<file path="config.mk">
export PLATFORM = sky130hd
export DESIGN_NAME = gcf_queue
export DESIGN_NICKNAME = d
export VERILOG_FILES = /design/src/sv/gcf_pkg.sv /design/src/sv/gcf_queue.sv
export SDC_FILE = /design/constraint.sdc
export NUM_CORES = 1
export LEC_CHECK = 0
export BUFFER_PORTS_ARGS = -buffer_cell sky130_fd_sc_hd__buf_2
export CAP_MARGIN = 15
export CORE_ASPECT_RATIO = 0.5
export CORE_UTILIZATION = 50
export DETAILED_ROUTE_END_ITERATION = 10
export PLACE_DENSITY = 0.71
export SKIP_CTS_REPAIR_TIMING = 1
export SLEW_MARGIN = 20
export SYNTH_ARGS = -nofsm -noshare
export SYNTH_HDL_FRONTEND = slang
export SYNTH_SLANG_ARGS = --single-unit
</file>
<file path="constraint.sdc">
create_clock -name clock -period 10.65 [get_ports clock]
set_input_delay 0 -clock clock [delete_from_list [all_inputs] [get_ports clock]]
set_output_delay 0 -clock clock [all_outputs]
set_load 0.05 [all_outputs]
</file>
<file path="src/sv/gcf_pkg.sv">
`timescale 1ns / 1ps
`default_nettype none
package gcf_pkg;

   // fixed point and pipeline sizes
   localparam int FRAC_BITS    = 16;
   localparam int SQRT_LAT     = 32;
   localparam int DIV_LAT      = 47;
   localparam int QDEPTH       = 8;
   localparam int QAW          = $clog2(QDEPTH);
   localparam int SQ_LANES     = 5;

   // register indexes
   localparam logic [2:0] REG_LEVEL   = 3'd0;
   localparam logic [2:0] REG_MINPEN  = 3'd1;
   localparam logic [2:0] REG_STIFF   = 3'd2;
   localparam logic [2:0] REG_DAMP    = 3'd3;
   localparam logic [2:0] REG_SCOEF   = 3'd4;
   localparam logic [2:0] REG_DCOEF   = 3'd5;
   localparam logic [2:0] REG_SLIDE   = 3'd6;
   localparam logic [2:0] REG_IMPACT  = 3'd7;

   // contact state codes
   localparam logic [1:0] ST_NONE    = 2'd0;
   localparam logic [1:0] ST_CONTACT = 2'd1;
   localparam logic [1:0] ST_SLIP    = 2'd2;
   localparam logic [1:0] ST_IMPACT  = 2'd3;

   localparam logic [46:0] MAX47 = {47{1'b1}};

   typedef struct packed {
      logic [31:0] level;
      logic [30:0] minpen;
      logic [39:0] stiff;
      logic [39:0] damp;
      logic [20:0] scoef;
      logic [20:0] dcoef;
      logic [30:0] slide;
      logic [46:0] impact;
   } cfg_type;

   // word handed from front to back
   typedef struct packed {
      logic        contact;
      logic        sx;
      logic        sy;
      logic [30:0] pen;
      logic [46:0] normal;
      logic [31:0] ax;
      logic [31:0] ay;
   } fw_type;

   // word carried down the back pipeline
   typedef struct packed {
      logic        valid;
      logic        contact;
      logic        sx;
      logic        sy;
      logic [30:0] pen;
      logic [46:0] normal;
      logic [31:0] ax;
      logic [31:0] ay;
      logic [31:0] speed;
      logic [46:0] fric;
      logic        t_big;
      logic [47:0] t_val;
      logic [46:0] mx;
      logic [46:0] my;
   } bk_type;

   typedef struct packed {
      logic [QAW:0] level;
   } qstat_type;

   // saturate a shifted force to 47 bits
   function automatic logic [46:0] sat47(input logic [56:0] v);
      logic [46:0] r;
      if (v[56:47] != '0) r = MAX47;
      else r = v[46:0];
      return r;
   endfunction

endpackage
`default_nettype wire

</file>
<file path="src/sv/gcf_queue.sv">
`timescale 1ns / 1ps
`default_nettype none
module gcf_queue import gcf_pkg::*; (
   input  wire logic   clock,
   input  wire logic   reset,
   input  wire logic   push,
   input  wire fw_type push_word,
   input  wire logic   pop,
   output logic        pop_valid,
   output fw_type      pop_word,
   output qstat_type   stat
);
   fw_type         mem_ff [QDEPTH];
   logic [QAW-1:0] wr_ff, wr_in, rd_ff, rd_in;
   logic [QAW:0]   level_ff, level_in;
   logic           do_pop;

   assign do_pop    = pop && level_ff != '0;
   assign wr_in     = push ? wr_ff + 1'b1 : wr_ff;
   assign rd_in     = do_pop ? rd_ff + 1'b1 : rd_ff;
   assign level_in  = level_ff + (QAW+1)'(push) - (QAW+1)'(do_pop);

   // word storage
   always_ff @(posedge clock) begin
      if (push) mem_ff[wr_ff] <= push_word;
   end

   // pointers and fill level
   always_ff @(posedge clock) begin
      if (reset) begin
         wr_ff    <= '0;
         rd_ff    <= '0;
         level_ff <= '0;
      end else begin
         wr_ff    <= wr_in;
         rd_ff    <= rd_in;
         level_ff <= level_in;
      end
   end

   assign pop_valid  = level_ff != '0;
   assign pop_word   = mem_ff[rd_ff];
   assign stat.level = level_ff;
endmodule
`default_nettype wire

</file>
After elaboration in Yosys (flattened, before gate mapping)
Memories as Yosys holds them, arrays and structs flattened. A register that Yosys moved wholly into a read port is not among the register bits.
Index checks and enable logic that the tools add are counted.
W data, S select, Z words.
- reductions and logical operators: 2
- add/sub/neg operators: 4
- multiplexer cells: 4
- operators with widths (kind ; count):
    $add A3 B1 Y3 const B ; 2
    $mux W3 ; 2
    $add A4 B1 Y4 ; 1
    $reduce_bool A4 Y1 ; 1
    $sub A4 B1 Y4 ; 1
    $mux W1 ; 2
    $logic_and A1 B1 Y1 ; 1
- output and inout port bits: 150
- bits of input ports: 149
- logic and storage cells: 14
- memory bits (writable): 1160
- bits in registers: 10
- memories: 1
- memory list (memory ; words ; width ; rd ports ; clocked after memory_dff ; write ports ; RTL line ; text):
    mem_ff ; 8 ; 145 ; 1 ; 1 ; 1 ; gcf_queue.sv:13 ; fw_type mem_ff [QDEPTH];

Depth between registers and ports, before layout
- word-level depth: 4
- mapped depth: 11
- mapped depth without buffers: 11

Least setup slack after synthesis
Ideal clock, no wire load.
- path type: reg2reg
- from: register wr_ff[2]
- to: memory mem_ff[0][0] (netlist bit), enable pin
- path buffers: 0
- cell stages (with the launch flop): 3
- library setup time: 827 ps
- arrival: 10273 ps
- data required time: 9823 ps
- clock period less this slack: 11100 ps
- slack: -450 ps
- cells stage by stage: dfxtp_1 > nand2b_1 > nor3_1
- RTL lines (what ; RTL line ; text):
    start, declared ; gcf_queue.sv:14 ; logic [QAW-1:0] wr_ff, wr_in, rd_ff, rd_in;
    start signal, assigned ; gcf_queue.sv:35 ; wr_ff <= wr_in;
    end, declared ; gcf_queue.sv:13 ;
Straight into the memory's write port.

==> results.yml <==
critical_path:
  worst_ep_arrival_time_ps: 3980
  cp_cell_sequence: "buf_4 > buf_12 > mux4_2 > mux2_2 > buf_2"
  worst_ep_required_time_ps: 10650
  maximum_fanout_encountered_on_the_critical_timing_path: 143
  highest_delay_cell_along_the_critical_path: "sky130_fd_sc_hd__buf_4"
  cp.buffers_inverters: 3
  crit_family: "buffers and inverters"
  critical_path_class: "reg -> out"
  setup.worst_path.start_class: "flop"
  cp-end-kind: "output pin"
  timing.critical_path.slowest_cell_delay_ps: 810
floorplan:
  height_of_the_die_um: 211.9
  placement_rows: 76
  start_util: 0.5088
  core-area_sq_um: 86630
  die_area_sq_um: 89410
  chipWidth_um: 421.9
  ports_placed_on_the_boundary: 299
global_route:
  grt_pass1_wl_um: 127600
  antenna_violations_before_repair: 3
  grt.overflow.total: 0
  vias_in_the_first_global_route: 19940
  grt_max_degree: 144
  globalRouteTotalUtil: 0.1949
power_and_ir_drop:
  vdd_drop_max_v: 0.0001221
  power.net_switching_mw: 3.020
  pwr-share-clk: 0.326
  switching_share: 0.2779
  power_density_nw_per_um2: 210.5
  static-leakage-power_nw: 16.35
  fraction_of_power_consumed_by_sequential_logic: 0.486
  combPwrFrac: 0.189
  p_int_mw: 7.845
final_layout:
  design.final.nets: 2405
  final.fill_count: 5945
  flow.area_growth_from_synthesis_pct: 17.09
  mostFrequentLayoutCell: "sky130_fd_sc_hd__edfxtp_1"
  most-common-layout-cells: "sky130_fd_sc_hd__edfxtp_1, sky130_fd_sc_hd__buf_2, sky130_fd_sc_hd__mux4_2"
  final_layout_size_suffix_gt1_frac: 0.3961
clock_tree:
  clk-insertion-delay-late_ps: 680
  cts-root-to-sink-buffers: 3
  clock_sink_count: 1173
  htree_num_levels: 3
  cts_made_buffers: 96
  path_clk_slew_ps: 70
  ctsRootBufferMaster: "sky130_fd_sc_hd__clkbuf_16"
  cts_tree: "built"
sta:
  fin_worst_skew_ps: 20.79
  finalMaxSlewViolations: 0
  final.setup.tns_ps: 0
  finalCriticalPeriod_ps: 3979
  setup_viol_count_final: 0
  hold_slack_ps: 119.3
  rsz_0062_raised_after_global_routing: "no"
  finalCritPeriodShare: 0.3736
  finalHoldViolCount: 0
  max_slew.worst_pin.slew_ps: 1116
  max-slew-margin-rel: 0.2559
  achievable-frequency_mhz: 251.3
routing:
  vias: 19570
  detail_route.vias_per_cell: 5.587
  post_drt_wl_per_cell_um: 25.01
  detailed_route_wire_length_um: 87600
  detailedRoute.firstPassIterationCount: 5
  initialDrtViolationCount: 1798
  ant_nets_after_route: 0
  route.detailed.drc: 0
place:
  io_buf_count: 298
  place.detailed.hpwl_um: 47200
  globalplace.congestion: 0.7227
yosys:
  synth_cell_types: 24
  seq_area_frac_synth: 0.7962
  yosys.area.top_type: "sky130_fd_sc_hd__edfxtp_1"
  synthCells: 1751
  synth_area_sq_um: 44070
  synthTopCellsByArea: "sky130_fd_sc_hd__edfxtp_1, sky130_fd_sc_hd__mux4_2, sky130_fd_sc_hd__mux2_2"
  postSynthRegisterBits: 1173
  synth_top_area_share: 0.7903
  synth_warnings: 0
  synth_nets: 1907
  post_synth.cell_area_avg_sq_um: 25.17
status:
  outcome: "finished, final reports clean"
job:
  timing.max_cap.violations: 0
worst_hold_path:
  hold_path.class: "in -> reg"
-- path summary, 6_finish.rpt --
check | start | to | slack, ps | depth (start not counted)
setup / recovery | flop | pop_word[127] | 6670 | 5
hold / removal | push_word[16] | mem_ff[0][16] | 120 | 2
setup reg to reg | wr_ff[1] | mem_ff[2][47] | 7380 | 4
hold reg to reg | rd_ff[2] | flop | 530 | 2
-- cells in the mapped netlist, drive strengths merged --
| master | instances |
|---|---|
| nand2b | 4 |
| mux4 | 290 |
| or3 | 1 |
| nand2 | 5 |
| mux2i | 1 |
| a31o | 1 |
| clkbuf | 36 |
| mux2 | 147 |
| ha | 6 |
| dfxtp | 13 |
| o21ai | 3 |
| nor3 | 2 |
| xor2 | 2 |
| fa | 1 |
| a21oi | 6 |
| nand3 | 3 |
| inv | 8 |
| nor2 | 13 |
| nor3b | 1 |
| nor2b | 2 |
| edfxtp | 1160 |
| xnor2 | 1 |
| buf | 45 |
-- registers in the layout (all words and copies together), names as in the netlist, named ones only --
signal,flops
wr_ff,3
mem_ff,1160
stat,4
rd_ff,3
-- power groups by stage --
stage / logic, mW / registers (mW) / clock network [mW]
2_1_floorplan: 1.56 / 5.36 / 0
3_3_place_gp: 2.02 / 5.37 / 0
3_5_place_dp: 2.03 / 5.38 / 0
4_1_cts: 2.04 / 5.28 / 3.60
5_1_grt: 2.15 / 5.29 / 3.77
6_report: 2.05 / 5.28 / 3.54
-- logic make-up (layout without fill, tap and decap cells) --
logic type	Yosys count	in the layout	synth area share
simple gates	31	31	0.003265
xor+xnor	3	3	0.0005963
fa+ha+maj	7	7	0.002157
mux	438	438	0.1860
other cells	0	2	0
buf+inv	89	668	0.01056
flops	1173	1173	0.7962
compound gates	10	10	0.001221
-- worst reg2reg max path, cell delays in order (launching register included) --
cell                       delay (ps)
sky130_fd_sc_hd__dfxtp_1          530
sky130_fd_sc_hd__nand2b_1         200
sky130_fd_sc_hd__nor2_4           690
sky130_fd_sc_hd__buf_4            720
sky130_fd_sc_hd__buf_4            730
-- metrics by stage --
| stage | cells | power [mW] | util | setup slack (ps) | cell area [sq um] |
|---|---|---|---|---|---|
| 2_1_floorplan | 1751 | 6.921 | - | 3422 | 44080 |
| 4_1_cts | 3349 | 10.92 | 0.5780 | 6586 | 50070 |
| 6_report | 3502 | 10.86 | 0.5957 | 6671 | 51610 |
| 5_1_grt | 3502 | 11.21 | 0.5957 | 6453 | 51610 |
| 3_5_place_dp | 3170 | 7.414 | 0.5421 | 7178 | 46960 |
| 3_3_place_gp | 3170 | 7.393 | 0.5421 | 7302 | 46960 |
-- layer usage --
metal,part of all wire,GRT usage,wire (um)
met5,0.00015,0,13
met4,0.015,0.04564,1302
met3,0.040,0.03542,3508
met2,0.52,0.3278,45270
met1,0.43,0.2678,37500
-- layout make-up --
type                       count  area [sq um]  share of cell area
clock inverter                62         584.3             0.01132
antenna                        2         5.005          0.00009698
timing repair buffer         481          3313             0.06420
clock buffer                 117          2524             0.04890
tap                         1170          1464             0.02837
multi-input combinational    489          8583              0.1663
sequential                  1173         35100              0.6802
inverter                       8         30.03           0.0005819
No activity file was read; power rests on OpenSTA's default activity.
